<file path="src/rtl/mocad_pkg.sv">
`timescale 1ns / 1ps
`default_nettype none
// ----------------------------------------------------------------------------
// mocad_pkg: shared types and constants
// Register indexes, reset values, per-axis state and the configuration bundle
// for the magnetometer offset calibration and detect unit.
// ----------------------------------------------------------------------------
package mocad_pkg;

   // Configuration register indexes
   typedef enum logic [2:0] {
      CSR_SETTLE_TICKS       = 3'd0,
      CSR_BUSY_SETTLE_LEVEL  = 3'd1,
      CSR_OFF_LOW            = 3'd2,
      CSR_OFF_HIGH           = 3'd3,
      CSR_POT_MID            = 3'd4,
      CSR_OFF_RANGE_LIMIT    = 3'd5,
      CSR_AVG_SKIP_INTERVAL  = 3'd6,
      CSR_USE_Y_IN_MAGNITUDE = 3'd7
   } csr_index_type;

   localparam int unsigned CSR_DATA_BITS = 10;

   // Reset values
   localparam logic [9:0] SETTLE_TICKS_RST      = 10'd160;
   localparam logic [9:0] BUSY_SETTLE_LEVEL_RST = 10'd100;
   localparam logic [9:0] OFF_LOW_RST           = 10'd300;
   localparam logic [9:0] OFF_HIGH_RST          = 10'd700;
   localparam logic [9:0] POT_MID_RST           = 10'd500;
   localparam logic [3:0] OFF_RANGE_LIMIT_RST   = 4'd1;
   localparam logic [7:0] AVG_SKIP_INTERVAL_RST = 8'd0;
   localparam logic       USE_Y_RST             = 1'b0;
   localparam logic [7:0] POT_RST               = 8'd128;

   // Arithmetic constants
   localparam logic [15:0] RELOAD_OFFSET  = 16'hEB;
   localparam logic [14:0] SCOPE_GAIN     = 15'd70;
   localparam logic [6:0]  DEV_CLIP       = 7'd127;
   localparam logic [2:0]  MAG_HOLD_TICKS = 3'd4;
   // Off-range count saturates just above the largest limit; compares are unchanged
   localparam logic [4:0]  OFF_COUNT_SAT  = 5'd16;

   typedef struct packed {
      logic [9:0] busy_settle_level;
      logic [9:0] off_low;
      logic [9:0] off_high;
      logic [9:0] pot_mid;
      logic [3:0] off_range_limit;
      logic [7:0] avg_skip_interval;
      logic       use_y_in_magnitude;
   } cfg_type;

   typedef struct packed {
      logic [15:0] baseline;
      logic [15:0] fast_avg;
      logic [4:0]  off_count;
      logic [7:0]  pot;
      logic        pot_changed;
   } axis_state_type;

   // Tick-wide control shared by both axes
   typedef struct packed {
      logic settling;     // settle count nonzero after this tick's decrement
      logic busy;         // settle count above busy level
      logic base_update;  // baseline average runs this tick
   } axis_ctrl_type;

   typedef struct packed {
      logic [14:0] scope;
      logic        pot_write;
   } axis_out_type;

endpackage
`default_nettype wire

</file>
<file path="src/rtl/mocad_axis.sv">
`timescale 1ns / 1ps
`default_nettype none
// ----------------------------------------------------------------------------
// mocad_axis: per-axis next-state logic
// Baseline and fast averages, baseline reload after a pot step, off-range
// counter, pot stepping and the scope value for one axis.
// ----------------------------------------------------------------------------
module mocad_axis #(
   parameter int unsigned SAMPLE_BITS = 10
) (
   input  logic [SAMPLE_BITS-1:0]    sample,
   input  mocad_pkg::axis_ctrl_type  ctrl,
   input  mocad_pkg::cfg_type        cfg,
   input  mocad_pkg::axis_state_type state_cur,
   output mocad_pkg::axis_state_type state_next,
   output mocad_pkg::axis_out_type   result
);

   logic [15:0] s16;
   logic [15:0] base_avg;
   logic [15:0] base_reload;
   logic        off_range;
   logic [4:0]  count_next;
   logic        step;
   logic        raise;
   logic [7:0]  pot_next;

   assign s16 = 16'(sample);

   always_comb begin
      if (ctrl.base_update) begin
         base_avg = state_cur.baseline - (state_cur.baseline >> 5) + (s16 >> 3);
      end else begin
         base_avg = state_cur.baseline;
      end
   end

   // wraps as two's complement for samples below the offset
   assign base_reload = (s16 - mocad_pkg::RELOAD_OFFSET) << 2;

   assign off_range = (s16 > 16'(cfg.off_high)) || (s16 < 16'(cfg.off_low)) || ctrl.busy;

   always_comb begin
      if (!off_range) begin
         count_next = '0;
      end else if (state_cur.off_count == mocad_pkg::OFF_COUNT_SAT) begin
         count_next = state_cur.off_count;
      end else begin
         count_next = state_cur.off_count + 5'd1;
      end
   end

   assign step  = (count_next > 5'(cfg.off_range_limit)) || (ctrl.settling && count_next > 5'd1);
   assign raise = s16 > 16'(cfg.pot_mid);

   always_comb begin
      pot_next = state_cur.pot;
      if (step) begin
         if (raise) begin
            if (state_cur.pot != 8'hFF) pot_next = state_cur.pot + 8'd1;
         end else begin
            if (state_cur.pot != 8'h00) pot_next = state_cur.pot - 8'd1;
         end
      end
   end

   always_comb begin
      state_next.fast_avg    = state_cur.fast_avg - (state_cur.fast_avg >> 2) + (s16 << 1);
      state_next.baseline    = state_cur.pot_changed ? base_reload : base_avg;
      state_next.off_count   = count_next;
      state_next.pot         = pot_next;
      state_next.pot_changed = step;
   end

   // scope uses the pot before this tick's step
   assign result.scope = 15'(state_cur.pot) * mocad_pkg::SCOPE_GAIN + 15'(sample >> 1);
   assign result.pot_write = step;

endmodule
`default_nettype wire

</file>
<file path="src/rtl/mocad_mag.sv">
`timescale 1ns / 1ps
`default_nettype none
// ----------------------------------------------------------------------------
// mocad_mag: event magnitude
// Clipped deviation of baseline from fast average per axis, squared and summed.
// ----------------------------------------------------------------------------
module mocad_mag (
   input  logic [15:0] x_baseline,
   input  logic [15:0] x_fast_avg,
   input  logic [15:0] y_baseline,
   input  logic [15:0] y_fast_avg,
   input  logic        use_y,
   input  logic        mag_valid,
   output logic [14:0] magnitude
);

   // |floor(d/4)| clipped, d = base/4 - fast/8
   function automatic logic [6:0] clip_dev(input logic [15:0] base, input logic [15:0] fast);
      logic signed [15:0] d;
      logic [14:0]        a;
      logic [12:0]        q;
      d = $signed({2'b00, base[15:2]}) - $signed({3'b000, fast[15:3]});
      if (!d[15]) begin
         a = d[14:0];
      end else begin
         a = 15'(-d) + 15'd3;
      end
      q = a[14:2];
      if (q > 13'(mocad_pkg::DEV_CLIP)) begin
         return mocad_pkg::DEV_CLIP;
      end
      return q[6:0];
   endfunction

   logic [6:0]  x_dev;
   logic [6:0]  y_dev;
   logic [13:0] x_sq;
   logic [13:0] y_sq;

   assign x_dev = clip_dev(x_baseline, x_fast_avg);
   assign y_dev = use_y ? clip_dev(y_baseline, y_fast_avg) : 7'd0;
   assign x_sq  = 14'(x_dev) * 14'(x_dev);
   assign y_sq  = 14'(y_dev) * 14'(y_dev);

   assign magnitude = mag_valid ? (15'(x_sq) + 15'(y_sq)) : 15'd0;

endmodule
`default_nettype wire

</file>
<file path="src/rtl/magnetometer_offset_autocal_detect_unit.sv">
`timescale 1ns / 1ps
`default_nettype none
// An accepted item moves through the input, tick-result and output registers to rsp.
// Throughput: one item per cycle unless rsp_stall holds the pipeline; the state update
//   of a tick (counters and both axis updates) is combinational; ticks run back to back.
// Reset: synchronous; settle count loads 160, averages and counters clear, pots go
//   to 128, config and valid bits reset; data registers do not. No clearing pass.
// ----------------------------------------------------------------------------
// magnetometer_offset_autocal_detect_unit: offset auto-calibration and detect
// Three register stages: input register, state update with result capture,
// magnitude and output register. Each stage holds while the next one is full
// and stalled.
// ----------------------------------------------------------------------------
module magnetometer_offset_autocal_detect_unit #(
   parameter int unsigned SAMPLE_BITS = 10
) (
   input  logic                   clock,
   input  logic                   reset,
   // item in
   input  logic                   req_valid,
   output logic                   req_stall,
   input  logic [SAMPLE_BITS-1:0] req_x_sample,
   input  logic [SAMPLE_BITS-1:0] req_y_sample,
   // item out
   output logic                   rsp_valid,
   input  logic                   rsp_stall,
   output logic [7:0]             rsp_pot_x_value,
   output logic [7:0]             rsp_pot_y_value,
   output logic                   rsp_pot_x_write,
   output logic                   rsp_pot_y_write,
   output logic [14:0]            rsp_scope_x,
   output logic [14:0]            rsp_scope_y,
   output logic [14:0]            rsp_magnitude,
   output logic                   rsp_magnitude_valid,
   // configuration
   input  logic                   csr_write_en,
   input  logic [2:0]             csr_index,
   input  logic [mocad_pkg::CSR_DATA_BITS-1:0] csr_write_data
);

   // ---------------- configuration ----------------
   // settle_ticks is accepted but has no live effect: reset always loads the settle
   // count from its fixed default.
   mocad_pkg::cfg_type cfg_ff;

   always_ff @(posedge clock) begin
      if (reset) begin
         cfg_ff.busy_settle_level  <= mocad_pkg::BUSY_SETTLE_LEVEL_RST;
         cfg_ff.off_low            <= mocad_pkg::OFF_LOW_RST;
         cfg_ff.off_high           <= mocad_pkg::OFF_HIGH_RST;
         cfg_ff.pot_mid            <= mocad_pkg::POT_MID_RST;
         cfg_ff.off_range_limit    <= mocad_pkg::OFF_RANGE_LIMIT_RST;
         cfg_ff.avg_skip_interval  <= mocad_pkg::AVG_SKIP_INTERVAL_RST;
         cfg_ff.use_y_in_magnitude <= mocad_pkg::USE_Y_RST;
      end else if (csr_write_en) begin
         case (mocad_pkg::csr_index_type'(csr_index))
            mocad_pkg::CSR_BUSY_SETTLE_LEVEL:  cfg_ff.busy_settle_level  <= csr_write_data;
            mocad_pkg::CSR_OFF_LOW:            cfg_ff.off_low            <= csr_write_data;
            mocad_pkg::CSR_OFF_HIGH:           cfg_ff.off_high           <= csr_write_data;
            mocad_pkg::CSR_POT_MID:            cfg_ff.pot_mid            <= csr_write_data;
            mocad_pkg::CSR_OFF_RANGE_LIMIT:    cfg_ff.off_range_limit    <= csr_write_data[3:0];
            mocad_pkg::CSR_AVG_SKIP_INTERVAL:  cfg_ff.avg_skip_interval  <= csr_write_data[7:0];
            mocad_pkg::CSR_USE_Y_IN_MAGNITUDE: cfg_ff.use_y_in_magnitude <= csr_write_data[0];
            default: ;  // settle_ticks: nothing to update
         endcase
      end
   end

   // ---------------- pipeline control ----------------
   logic a_valid_ff;
   logic b_valid_ff;
   logic rsp_valid_ff;
   logic c_ready;
   logic b_ready;
   logic a_ready;
   logic a_fire;
   logic b_fire;

   assign c_ready   = !rsp_valid_ff || !rsp_stall;
   assign b_ready   = !b_valid_ff || c_ready;
   assign a_ready   = !a_valid_ff || b_ready;
   assign a_fire    = a_valid_ff && b_ready;  // tick is processed, state updates
   assign b_fire    = b_valid_ff && c_ready;
   assign req_stall = !a_ready;

   always_ff @(posedge clock) begin
      if (reset) begin
         a_valid_ff   <= 1'b0;
         b_valid_ff   <= 1'b0;
         rsp_valid_ff <= 1'b0;
      end else begin
         if (a_ready)  a_valid_ff   <= req_valid;
         if (b_ready)  b_valid_ff   <= a_valid_ff;
         if (c_ready)  rsp_valid_ff <= b_valid_ff;
      end
   end

   assign rsp_valid = rsp_valid_ff;

   // ---------------- stage A: input register ----------------
   logic [SAMPLE_BITS-1:0] a_x_ff;
   logic [SAMPLE_BITS-1:0] a_y_ff;

   always_ff @(posedge clock) begin
      if (req_valid && a_ready) begin
         a_x_ff <= req_x_sample;
         a_y_ff <= req_y_sample;
      end
   end

   // ---------------- tick state ----------------
   logic [9:0] settle_count_ff;
   logic [9:0] settle_count_in;
   logic [7:0] avg_skip_count_ff;
   logic [7:0] avg_skip_count_in;
   logic [2:0] mag_hold_count_ff;
   logic [2:0] mag_hold_count_in;
   logic       mag_valid_in;

   mocad_pkg::axis_state_type x_state_ff;
   mocad_pkg::axis_state_type y_state_ff;
   mocad_pkg::axis_state_type x_state_in;
   mocad_pkg::axis_state_type y_state_in;
   mocad_pkg::axis_ctrl_type  axis_ctrl;
   mocad_pkg::axis_out_type   x_out;
   mocad_pkg::axis_out_type   y_out;

   // Settle counts down first; everything after sees the decremented value.
   assign settle_count_in = (settle_count_ff == 10'd0) ? 10'd0 : settle_count_ff - 10'd1;

   assign axis_ctrl.settling    = settle_count_in != 10'd0;
   assign axis_ctrl.busy        = settle_count_in > cfg_ff.busy_settle_level;
   assign axis_ctrl.base_update = axis_ctrl.settling || (avg_skip_count_ff == 8'd0);

   assign avg_skip_count_in = axis_ctrl.base_update ? cfg_ff.avg_skip_interval
                                                    : avg_skip_count_ff - 8'd1;

   // Magnitude once settled, then held off for four ticks.
   always_comb begin
      mag_hold_count_in = mag_hold_count_ff;
      mag_valid_in      = 1'b0;
      if (mag_hold_count_ff != 3'd0) begin
         mag_hold_count_in = mag_hold_count_ff - 3'd1;
      end else if (!axis_ctrl.settling) begin
         mag_hold_count_in = mocad_pkg::MAG_HOLD_TICKS;
         mag_valid_in      = 1'b1;
      end
   end

   mocad_axis #(
      .SAMPLE_BITS (SAMPLE_BITS)
   ) u_axis_x (
      .sample     (a_x_ff),
      .ctrl       (axis_ctrl),
      .cfg        (cfg_ff),
      .state_cur  (x_state_ff),
      .state_next (x_state_in),
      .result     (x_out)
   );

   mocad_axis #(
      .SAMPLE_BITS (SAMPLE_BITS)
   ) u_axis_y (
      .sample     (a_y_ff),
      .ctrl       (axis_ctrl),
      .cfg        (cfg_ff),
      .state_cur  (y_state_ff),
      .state_next (y_state_in),
      .result     (y_out)
   );

   always_ff @(posedge clock) begin
      if (reset) begin
         settle_count_ff       <= mocad_pkg::SETTLE_TICKS_RST;
         avg_skip_count_ff     <= 8'd0;
         mag_hold_count_ff     <= 3'd0;
         x_state_ff.baseline   <= 16'd0;
         x_state_ff.fast_avg   <= 16'd0;
         x_state_ff.off_count  <= 5'd0;
         x_state_ff.pot        <= mocad_pkg::POT_RST;
         x_state_ff.pot_changed <= 1'b0;
         y_state_ff.baseline   <= 16'd0;
         y_state_ff.fast_avg   <= 16'd0;
         y_state_ff.off_count  <= 5'd0;
         y_state_ff.pot        <= mocad_pkg::POT_RST;
         y_state_ff.pot_changed <= 1'b0;
      end else if (a_fire) begin
         settle_count_ff   <= settle_count_in;
         avg_skip_count_ff <= avg_skip_count_in;
         mag_hold_count_ff <= mag_hold_count_in;
         x_state_ff        <= x_state_in;
         y_state_ff        <= y_state_in;
      end
   end

   // ---------------- stage B: tick results ----------------
   mocad_pkg::axis_out_type b_x_out_ff;
   mocad_pkg::axis_out_type b_y_out_ff;
   logic [7:0]  b_pot_x_ff;
   logic [7:0]  b_pot_y_ff;
   logic        b_mag_valid_ff;
   logic [15:0] b_x_base_ff;
   logic [15:0] b_x_fast_ff;
   logic [15:0] b_y_base_ff;
   logic [15:0] b_y_fast_ff;

   always_ff @(posedge clock) begin
      if (a_fire) begin
         b_x_out_ff     <= x_out;
         b_y_out_ff     <= y_out;
         b_pot_x_ff     <= x_state_in.pot;
         b_pot_y_ff     <= y_state_in.pot;
         b_mag_valid_ff <= mag_valid_in;
         b_x_base_ff    <= x_state_in.baseline;
         b_x_fast_ff    <= x_state_in.fast_avg;
         b_y_base_ff    <= y_state_in.baseline;
         b_y_fast_ff    <= y_state_in.fast_avg;
      end
   end

   // ---------------- stage C: magnitude and output register ----------------
   logic [14:0] magnitude;

   mocad_mag u_mag (
      .x_baseline (b_x_base_ff),
      .x_fast_avg (b_x_fast_ff),
      .y_baseline (b_y_base_ff),
      .y_fast_avg (b_y_fast_ff),
      .use_y      (cfg_ff.use_y_in_magnitude),
      .mag_valid  (b_mag_valid_ff),
      .magnitude  (magnitude)
   );

   always_ff @(posedge clock) begin
      if (b_fire) begin
         rsp_pot_x_value     <= b_pot_x_ff;
         rsp_pot_y_value     <= b_pot_y_ff;
         rsp_pot_x_write     <= b_x_out_ff.pot_write;
         rsp_pot_y_write     <= b_y_out_ff.pot_write;
         rsp_scope_x         <= b_x_out_ff.scope;
         rsp_scope_y         <= b_y_out_ff.scope;
         rsp_magnitude       <= magnitude;
         rsp_magnitude_valid <= b_mag_valid_ff;
      end
   end

endmodule
`default_nettype wire

</file>
<file path="config.mk">
export PLATFORM = sky130hd
export DESIGN_NAME = magnetometer_offset_autocal_detect_unit
export DESIGN_NICKNAME = d
export VERILOG_FILES = /design/src/rtl/mocad_pkg.sv /design/src/rtl/mocad_axis.sv /design/src/rtl/mocad_mag.sv /design/src/rtl/magnetometer_offset_autocal_detect_unit.sv
export SDC_FILE = /design/constraint.sdc
export NUM_CORES = 1
export LEC_CHECK = 0
export BUFFER_PORTS_ARGS = -buffer_cell sky130_fd_sc_hd__buf_4
export CORE_AREA = 2 2 267 269
export CTS_CLUSTER_DIAMETER = 120
export CTS_CLUSTER_SIZE = 20
export DETAILED_ROUTE_END_ITERATION = 7
export DIE_AREA = 0 0 269 271
export PLACE_DENSITY_LB_ADDON = 0.3
export SLEW_MARGIN = 20
export SYNTH_ARGS = -nofsm -noshare
export SYNTH_HDL_FRONTEND = slang
export SYNTH_HIERARCHICAL = 1
export SYNTH_SLANG_ARGS = --single-unit
</file>
<file path="constraint.sdc">
create_clock -name clock -period 10.35 [get_ports clock]
set_input_delay 0.5175 -clock clock [delete_from_list [all_inputs] [get_ports clock]]
set_output_delay 0.5175 -clock clock [all_outputs]
set_load 0.005 [all_outputs]
</file>
## Yosys cells after proc, flatten, opt, wreduce, memory -nomap -nowiden

Index checks and enable logic that the tools add are counted.

| cells by class | value |
|---|---|
| $mul | 4 |
| order comparisons | 13 |
| reductions and logical operators | 34 |
| muxes and demuxes | 30 |
| equality and inequality tests | 12 |
| $add $sub $neg | 28 |

Operators with widths:

| kind | count |
|---|---|
| 8-bit 2-to-1 mux | 9 |
| 16-bit 2-to-1 mux | 4 |
| 10-bit > comparator | 5 |
| 7-bit 2-to-1 mux | 5 |
| 16-bit by 11-bit adder with 16-bit output | 2 |
| 16-bit by 7-bit adder with 16-bit output | 2 |
| 16-bit by 11-bit subtractor with 16-bit output | 2 |
| 16-bit by 14-bit subtractor with 16-bit output | 2 |
| 15-bit by 2-bit adder with 15-bit output, second input constant | 2 |
| 15-bit by 9-bit adder with 15-bit output | 2 |
| 15-bit 2-to-1 mux | 2 |
| 15-bit negation | 2 |
| 14-bit by 13-bit subtractor with 15-bit output | 2 |
| 7-bit by 7-bit multiplier with 14-bit output | 2 |
| 8-bit by 6-bit multiplier with 14-bit output, second input constant | 2 |
| 13-bit by 7-bit > comparator with 1-bit output, second input constant | 2 |
| 8-bit by 1-bit subtractor with 8-bit output, second input constant | 3 |
| 10-bit by 8-bit subtractor with 11-bit output, second input constant | 2 |
| 10-bit < comparator | 2 |
| 5-bit 2-to-1 mux | 4 |
| 8-bit by 1-bit adder with 8-bit output, second input constant | 2 |
| 8-bit inequality test, second input constant | 2 |
| 2-bit AND reduction | 8 |
| 8-bit nonzero test | 2 |
| other kinds (21) | 49 |

| storage, ports and cells | value |
|---|---|
| output and inout bits | 66 |
| logic and storage cells | 165 |
| register bits after elaboration | 366 |
| input bits | 38 |

## Longest topological paths before layout

Gate-level depths: netlist of the first run.

| depth | value |
|---|---|
| depth in word-level cells | 10 |
| depth in mapped cells | 34 |
| mapped depth without buffers | 33 |

## By module

The synthesis of the first run kept the hierarchy.

Modules (own cells, without submodules):

| module | instances | seq. area each (µm²) | area an instance (µm²) | cells each |
|---|---|---|---|---|
| magnetometer_offset_autocal_detect_unit | 1 | 9298.9 | 12764.7 | 1063 |
| mocad_mag | 1 | 0.0 | 5121.2 | 658 |
| mocad_axis (u_axis_x) | 1 | 0.0 | 4962.3 | 673 |
| mocad_axis (u_axis_y) | 1 | 0.0 | 4951.0 | 674 |

## Least setup slack after synthesis of the first run

OpenSTA, ideal clock, no wires.

| timing | value |
|---|---|
| kind | reg2reg |
| start | reg b_x_base_ff[4] |
| end | reg rsp_magnitude[14] (data pin) |
| buffers on the path | 1 |
| required time | 10.087 ns |
| period minus slack after synthesis | 8.255 ns |
| data arrival time | 7.993 ns |
| path slack | 2.095 ns |
| cell stages (with the launch flop) | 31 |
| library setup time | 0.263 ns |
| path through | edfxtp_1 -> ha_1 -> a21o_1 -> a31oi_2 -> o31ai_1 -> or3_1 -> a2111oi_4 -> mux2i_1 -> a32o_1 -> o2111ai_2 -> buf_2 -> a21oi_1 -> fa_1 -> fa_1 -> inv_1 -> fa_1 -> fa_1 -> inv_1 -> fa_1 -> fa_1 -> inv_1 -> ha_1 -> nor2b_1 -> o21ai_0 -> a21oi_1 -> o21ai_0 -> a21boi_0 -> o2111a_1 -> nor4_1 -> or3_1 -> a21boi_0 |

| between the ends | value |
|---|---|
| longest elaborated chain between the ends | 9 |

Ends and longest elaborated chain:

| element | line | source |
|---|---|---|
| from (decl) | magnetometer_offset_autocal_detect_unit.sv:202 | `logic [15:0] b_x_base_ff;` |
| from (signal assigned) | magnetometer_offset_autocal_detect_unit.sv:214 | `b_x_base_ff <= x_state_in.baseline;` |
| 14-bit by 13-bit subtractor with 15-bit output (*) | mocad_mag.sv:22 | `d = $signed({2'b00, base[15:2]}) - $signed({3'b000, fast[15:3]});` |
| 15-bit negation | mocad_mag.sv:26 | `a = 15'(-d) + 15'd3;` |
| 15-bit by 2-bit adder with 15-bit output | mocad_mag.sv:26 |  |
| 15-bit 2-to-1 mux (*) | mocad_mag.sv:23 | `if (!d[15]) begin` |
| 13-bit by 7-bit > comparator with 1-bit output | mocad_mag.sv:29 | `if (q > 13'(mocad_pkg::DEV_CLIP)) begin` |
| 1-bit 2-to-1 mux | mocad_mag.sv:29 |  |
| 7-bit 2-to-1 mux (*) | mocad_mag.sv:32 | `return q[6:0];` |
| 7-bit by 7-bit multiplier with 14-bit output (*) | mocad_mag.sv:42 | `assign x_sq = 14'(x_dev) * 14'(x_dev);` |
| 14-bit by 14-bit adder with 15-bit output (*) | mocad_mag.sv:45 | `assign magnitude = mag_valid ? (15'(x_sq) + 15'(y_sq)) : 15'd0;` |
| to (signal assigned) | magnetometer_offset_autocal_detect_unit.sv:242 | `rsp_magnitude <= magnitude;` |
| to (decl) | magnetometer_offset_autocal_detect_unit.sv:33 | `output logic [14:0] rsp_magnitude,` |

Every way passes the cells marked *; elsewhere a longest branch is shown, timed or not.
A chain may end at the register's enable or synchronous reset.

## Worst setup path in the final report of the first run

| timing | value |
|---|---|
| start | reg b_x_base_ff[6] |
| end | reg rsp_magnitude[14] (data pin) |

Same word-level chain as after synthesis.

==> flow_summary.toml, run 1 <==
[status]
status = "completed"

[floorplanning]
row_count = 97
core_area_sq_mm = 0.06979
fp.dieArea_sq_mm = 0.07290
die_h_um = 271
start_util = 0.3940
die_x_um = 269
io_pins = 104

[timing]
relSlewSlack = 0.3117
skew_ps = 18.52
min_period_ps = 8902
setup_tns_ps = 0
max_freq_mhz = 112.3
min_period_over_period = 0.8601
grt_setup_unrepaired = "false"
hold_viol = 0
maxSlewViolCount = 0
setup_viol = 0
tightest_slew_ps = 1027

[cts]
cts_tree = "yes"
postCtsHoldBufs = 0
cts-htree-levels = 1
clock_path_buffers = 3
clkLatencyLatePin_ps = 570
root_buffer = "clkbuf_16"
cts_resized = 0
clkTransAtPathRegs_ps = 100
cts.sinks = 356
cts_made_buffers = 22
post_cts_buffers = 0

[detailed_routing]
wl_per_cell_um = 16.23
vias = 21110
dr.pass1.iters = 5
dr_wl_met3_um = 3078
drc = 0
drt-met1-wl_um = 31010
initialDrtViolationCount = 1164
final_antenna_net_count = 0
wl_um = 65870
avgViaCountPerCell = 5.202
dr_wl_met2_um = 30450
top_layer = "met4"

[setup_path]
cpLargestDelayFamily = "adder cells"
cp_slowest_cell = "o31ai_1"
crit_type = "reg2reg"
cpMostUsedCell = "fa_1"
max_stage_delay_ps = 570
path_buf_inv = 4
end_kind = "flop"
cp_max_fo = 36
critPathRequiredTime_ps = 10750
start_kind = "flop"
worstPathArrival_ps = 9300

[finish]
syn_to_final_growth_pct = 8.663
layout_common_cells = "inv_1 (400), nand2_1 (383), ha_1 (321)"
seqCellArea_sq_mm = 0.008999
multi_input_area_sq_mm = 0.01661
num_antenna_cells = 0
drive_above_1_share = 0.06639
fill_cells = 6970
layout_commonest_cell = "inv_1"
fin_nets = 3558

[job]
maxCapViolations = 0

[grt]
antenna_found_initial = 0
overflow = 0
grt_pass1_vias = 20530
grt_pass1_wl_um = 106900
grt.total_usage = 0.1808
grt_max_degree = 154

[placement]
dp_hpwl_um = 48730
port_buffers = 103
gp_congestion = 0.8595

[synthesis]
avgSynthCellArea_sq_um = 8.992
syn_nets = 3513
yosysWarnings = 6
syn-cell-area_sq_mm = 0.02750
synthCells = 3058

[hold_path]
hp-class = "in2reg"
==> stage by stage <==
| step | cells | utilization | hold slack, ps | area (sq um) | worst slack [ps] |
|---|---|---|---|---|---|
| after global placement | 4018 | 0.4180 | 401.7 | 29170 | 1606 |
| after global routing | 4058 | 0.4282 | 88.66 | 29880 | 764.6 |
| after detailed placement | 4018 | 0.4180 | 404.5 | 29170 | 1442 |
| after floorplan | 3058 | - | 400.3 | 27500 | 2095 |
| final | 4058 | 0.4282 | 114.6 | 29880 | 1448 |
| after CTS | 4057 | 0.4277 | 82.00 | 29850 | 1437 |
==> cell type report <==
cell class	count	share of cell area
clock inverter	2	0.0006700
multi-input combinational	2204	0.5560
inverter	402	0.05075
timing repair buffer	117	0.03006
clock buffer	37	0.02202
sequential	356	0.3011
tap	940	0.03936
==> metal layers <==
layer  GRT usage  vias up
met5           0        -
met4     0.04006        0
met3     0.02439       71
met2      0.3022      346
met1      0.2475    10040
li1            -    10660
==> registers in the layout, indices dropped and copies added, names as in the netlist, 3 cells and up <==
register           flops
cfg_ff                53
b_pot_y_ff             8
rsp_pot_y_value        8
x_state_ff            46
b_pot_x_ff             8
b_y_fast_ff           13
a_x_ff                10
avg_skip_count_ff      8
rsp_magnitude         15
a_y_ff                10
y_state_ff            46
rsp_pot_x_value        8
b_x_out_ff            16
settle_count_ff       10
b_x_fast_ff           13
rsp_scope_y           15
b_y_out_ff            16
mag_hold_count_ff      3
b_y_base_ff           14
b_x_base_ff           14
rsp_scope_x           15
==> final timing paths <==
| path | end | cells past startpoint | slack [ps] | from |
|---|---|---|---|---|
| setup reg to reg | rsp_magnitude[14]$_DFFE_PP_ | 29 | 1450 | b_x_base_ff[6]$_DFFE_PP_ |
| setup / recovery | rsp_magnitude[14]$_DFFE_PP_ | 29 | 1450 | b_x_base_ff[6]$_DFFE_PP_ |
| hold reg to reg | rsp_pot_y_value[3]$_DFFE_PP_ | 0 | 420 | b_pot_y_ff[3]$_DFFE_PP_ |
| hold / removal | a_x_ff[5]$_DFFE_PP_ | 1 | 110 | req_x_sample[5] |
Power of run 1 is left out: the tool's default activity adds up to more than one toggle a clock period on the data nets, which glitch-free logic cannot reach.
==> run 2: changes to the inputs <==
- BUFFER_PORTS_ARGS: -buffer_cell sky130_fd_sc_hd__buf_4 -> unset
- DONT_BUFFER_PORTS: unset -> 1
- SETUP_SLACK_MARGIN: unset -> 0.02
==> run 2 against run 1 <==
Compared with the run above: first-iteration DRC count rose by 2.1%; flip-flop and latch count stayed put; sequential share of layout area grew 0.59 points; global-route usage increased by 0.31 points; fmax fell by 0.40%; non-clock buffer count is 80 lower; hold slack lost 80 ps; die area stayed put; design area shrank 1.9%; register-to-register slack got worse by 40 ps; via count down 1.5%; largest cell class unchanged; routed wire length increased by 1.8%.
==> flow_summary.toml, run 2 (same netlist as run 1, synthesis figures left out) <==
[status]
status = "completed"

[finish]
num_antenna_cells = 0
largest_reg_flops = 53
reg_top3 = "cfg_ff (53), x_state_ff (46), y_state_ff (46)"
multi_input_area_sq_mm = 0.01661
layout_commonest_cell = "inv_1"
fill_cells = 6929
design_area_sq_mm = 0.02930
fin_nets = 3478
syn_to_final_growth_pct = 6.561
layout_common_cells = "inv_1 (400), nand2_1 (383), ha_1 (321)"
fin_cells = 3977
drive_above_1_share = 0.03326
largest_register = "cfg_ff"
seqCellArea_sq_mm = 0.008999

[grt]
antenna_found_initial = 0
overflow = 0
grt_pass1_vias = 20050
grt_max_degree = 127
grt_pass1_wl_um = 107400
grt.total_usage = 0.1839

[hold_path]
hp-class = "in2reg"
hold_start = "req_x_sample[2]"
holdPathEnd = "a_x_ff[2]$_DFFE_PP_"
hold_depth = 0

[timing]
setup_viol = 0
maxSlewViolCount = 0
skew_ps = 37.74
grt_setup_unrepaired = "false"
setup_tns_ps = 0
max_freq_mhz = 111.9
min_period_over_period = 0.8635
min_period_ps = 8937
relSlewSlack = 0.2919
tightest_slew_ps = 1062
hold_viol = 0

[detailed_routing]
vias = 20790
avgViaCountPerCell = 5.228
final_antenna_net_count = 0
wl_per_cell_um = 16.85
initialDrtViolationCount = 1188
drc = 0
dr.pass1.iters = 5
wl_um = 67030

[placement]
placed_cell_area_sq_mm = 0.02839
dp_cells = 3914
port_buffers = 0
gp_congestion = 0.8737
dp_hpwl_um = 48200

[cts]
root_buffer = "clkbuf_16"
cts-htree-levels = 1
clkTransAtPathRegs_ps = 90
clock_path_buffers = 3
cts_made_buffers = 22
cts_tree = "yes"
cts.sinks = 356
post_cts_buffers = 0
clkLatencyLatePin_ps = 590

[setup_path]
max_stage_delay_ps = 630
cp_slowest_cell = "o31ai_1"
cp_max_fo = 36
end_kind = "flop"
r2r_end = "rsp_magnitude[14]$_DFFE_PP_"
worstPathArrival_ps = 9250
critPathRequiredTime_ps = 10660
cpMostUsedCell = "fa_1"
start_kind = "flop"
r2r_setup_slack_ps = 1410
rr_worst_depth = 29
reg2reg_from = "b_x_base_ff[6]$_DFFE_PP_"
crit_type = "reg2reg"

[floorplanning]
die_x_um = 269
core_area_sq_mm = 0.06979
io_pins = 104
fp.dieArea_sq_mm = 0.07290
die_h_um = 271
start_util = 0.3940
row_count = 97

[job]
maxCapViolations = 0
## run 2: changes by cell type in the layout (fill, tap and decap cells not counted), sizes merged
cell,previous run,this run
clkbuf,37,34
dlygate4sd3,0,24
clkinv,1,3
buf,117,13
## run 2: layout make-up
cell class / count / share of cell area
clock buffers: 34 / 0.02032
clock inverters: 4 / 0.001537
inverters: 402 / 0.05175
multi-input cells: 2204 / 0.5670
flip-flops and latches: 356 / 0.3071
well taps: 940 / 0.04014
repair buffers: 37 / 0.01221
## run 2: per-layer routing
layer / wire length, um / GRT usage / vias to the layer above / share of wire
li1: - / - / 10510 / -
met1: 31650 / 0.2517 / 9877 / 0.47
met2: 31030 / 0.3070 / 335 / 0.46
met3: 2780 / 0.02412 / 75 / 0.041
met4: 1563 / 0.04240 / 0 / 0.023
met5: 0 / 0 / - / 0
## run 2: critical path, delay by kind of cell, from the launching register on
kind / cells / cell delay, ps
compound gates: 13 / 3380
fa+ha+maj: 8 / 3730
buf+inv: 4 / 400
flops: 1 / 370
simple gates: 4 / 770
## run 2: worst max-delay path by stage
stage / startpoint / end / depth (start not counted) / slack (ps)
after floorplan: b_x_base_ff[4]$_DFFE_PP_ / rsp_magnitude[14]$_DFFE_PP_ / 30 / 2090
after global placement: b_x_base_ff[6]$_DFFE_PP_ / rsp_magnitude[14]$_DFFE_PP_ / 29 / 1590
after detailed placement: b_x_base_ff[4]$_DFFE_PP_ / rsp_magnitude[14]$_DFFE_PP_ / 30 / 1450
after CTS: b_x_base_ff[4]$_DFFE_PP_ / rsp_magnitude[14]$_DFFE_PP_ / 30 / 1440
after global routing: b_x_base_ff[4]$_DFFE_PP_ / rsp_magnitude[14]$_DFFE_PP_ / 30 / 750
final: b_x_base_ff[6]$_DFFE_PP_ / rsp_magnitude[14]$_DFFE_PP_ / 29 / 1410
## run 2: stage by stage
step / utilization / setup slack (ps) / hold WS (ps)
finish: 0.4199 / 1413 / 34.39
global route: 0.4199 / 745.6 / 8.229
CTS: 0.4198 / 1437 / 1.971
detailed placement: 0.4068 / 1454 / 404.5
global placement: 0.4068 / 1592 / 401.9
floorplan: - / 2095 / 400.3
## run 2: what timing repair did
action                    CTS  global route
hold buffers               25             0
hold endpoints to repair   78             0
gates resized for setup     0             0
Power of run 2 is left out for the same reason.
==> run 3: changes to the inputs <==
- RECOVER_POWER: unset -> 25
==> run 3 against run 2 <==
Compared with the run above: the flow now finishes with violations (max-capacitance violations, max-slew violations); utilization hardly changed; register-to-register slack worse by 30 ps; clock-buffer cell count stayed put; critical path depth is 1 higher; die area stayed put; design area hardly changed; cell count stayed put; worst setup slack worse by 26 ps; largest cell class unchanged.
==> flow_summary.toml, run 3 (same netlist as run 1, synthesis figures left out) <==
[cts]
cts_made_buffers = 22
root_buffer = "clkbuf_16"
cts_tree = "yes"
clock_path_buffers = 3
cts.sinks = 356
cts-htree-levels = 1
clkTransAtPathRegs_ps = 90
post_cts_buffers = 0
clkLatencyLatePin_ps = 590

[floorplanning]
core_area_sq_mm = 0.06979
die_h_um = 271
row_count = 97
fp.dieArea_sq_mm = 0.07290
die_x_um = 269
start_util = 0.3940
io_pins = 104

[finish]
fin_nets = 3478
layout_common_cells = "inv_1 (400), nand2_1 (383), ha_1 (321)"
largest_reg_flops = 53
layout_commonest_cell = "inv_1"
fill_cells = 6930
drive_above_1_share = 0.03293
reg_top3 = "cfg_ff (53), x_state_ff (46), y_state_ff (46)"
num_antenna_cells = 0
design_area_sq_mm = 0.02930
largest_register = "cfg_ff"
syn_to_final_growth_pct = 6.543
utilization = 0.4198

[detailed_routing]
final_antenna_net_count = 0
drt-met1-wl_um = 31190
vias = 20820
dr_wl_met2_um = 31090
drc = 0
dr_wl_met3_um = 3299
wl_um = 67130
avgViaCountPerCell = 5.235
initialDrtViolationCount = 1150
wl_per_cell_um = 16.88
dr.pass1.iters = 7
top_layer = "met4"

[setup_path]
max_stage_delay_ps = 650
cpLargestDelayFamily = "compound AO/OA/AOI/OAI gates"
critPathRequiredTime_ps = 10660
path_buf_inv = 4
worstPathArrival_ps = 9280
cp_max_fo = 36
end_kind = "flop"
r2r_setup_slack_ps = 1390
crit_type = "reg2reg"
cp_slowest_cell = "o31ai_1"
rr_worst_depth = 30
cpMostUsedCell = "fa_1"
start_kind = "flop"
reg2reg_from = "b_x_base_ff[4]$_DFFE_PP_"
r2r_end = "rsp_magnitude[14]$_DFFE_PP_"

[timing]
min_period_ps = 8963
maxSlewViolCount = 11
min_period_over_period = 0.8660
grt_setup_unrepaired = "false"
max_freq_mhz = 111.6
hold_viol = 0
skew_ps = 37.73
setup_viol = 0
relSlewSlack = -0.2218
tightest_slew_ps = 1819
setup_tns_ps = 0

[hold_path]
holdPathEnd = "a_x_ff[2]$_DFFE_PP_"
hold_depth = 0
hold_start = "req_x_sample[2]"
hp-class = "in2reg"

[grt]
grt_pass1_vias = 20050
grt_max_degree = 127
grt.total_usage = 0.1839
antenna_found_initial = 0
grt_pass1_wl_um = 107400
overflow = 0

[status]
status = "finished with violations"
violations = "max-capacitance violations, max-slew violations"

[placement]
port_buffers = 0
gp_congestion = 0.8737
placed_cell_area_sq_mm = 0.02839
dp_hpwl_um = 48200

[job]
maxCapViolations = 1
[run 3: metrics by stage]
stage                     instances  setup WS (ps)  hold WS, ps
final                          3977           1387        36.43
after global routing           3977          745.6        8.229
after CTS                      3977           1437        1.971
after detailed placement       3914           1454        404.5
after global placement         3914           1592        401.9
after floorplan                3058           2095        400.3
[run 3: per-layer routing]
layer  vias to the layer above  global-route usage
li1                      10510                   -
met1                      9864              0.2517
met2                       372              0.3070
met3                        72             0.02412
met4                         0             0.04240
met5                         -                   0
[run 3: area by class of cell]
cell class	instances	area, sq um	area share
Clock buffer	34	595.6	0.02033
Clock inverter	4	45.04	0.001537
Inverter	402	1516	0.05176
Multi-Input combinational cell	2204	16610	0.5669
Sequential cell	356	8999	0.3071
Tap cell	940	1176	0.04014
Timing Repair Buffer	37	357.8	0.01221
[run 3: what timing repair did]
action | CTS | global route
endpoints found under the setup margin | 0 | 0
hold endpoints to repair | 78 | 0
hold buffers | 25 | 0
gates resized for setup | 0 | 0
[run 3: worst max-delay path by stage]
| stage | start | end | slack [ps] | cells after the start |
|---|---|---|---|---|
| after floorplan | b_x_base_ff[4]$_DFFE_PP_ | rsp_magnitude[14]$_DFFE_PP_ | 2090 | 30 |
| after detailed placement | b_x_base_ff[4]$_DFFE_PP_ | rsp_magnitude[14]$_DFFE_PP_ | 1450 | 30 |
| final | b_x_base_ff[4]$_DFFE_PP_ | rsp_magnitude[14]$_DFFE_PP_ | 1390 | 30 |
| after CTS | b_x_base_ff[4]$_DFFE_PP_ | rsp_magnitude[14]$_DFFE_PP_ | 1440 | 30 |
| after global routing | b_x_base_ff[4]$_DFFE_PP_ | rsp_magnitude[14]$_DFFE_PP_ | 750 | 30 |
| after global placement | b_x_base_ff[6]$_DFFE_PP_ | rsp_magnitude[14]$_DFFE_PP_ | 1590 | 29 |
Power of run 3 is left out for the same reason.
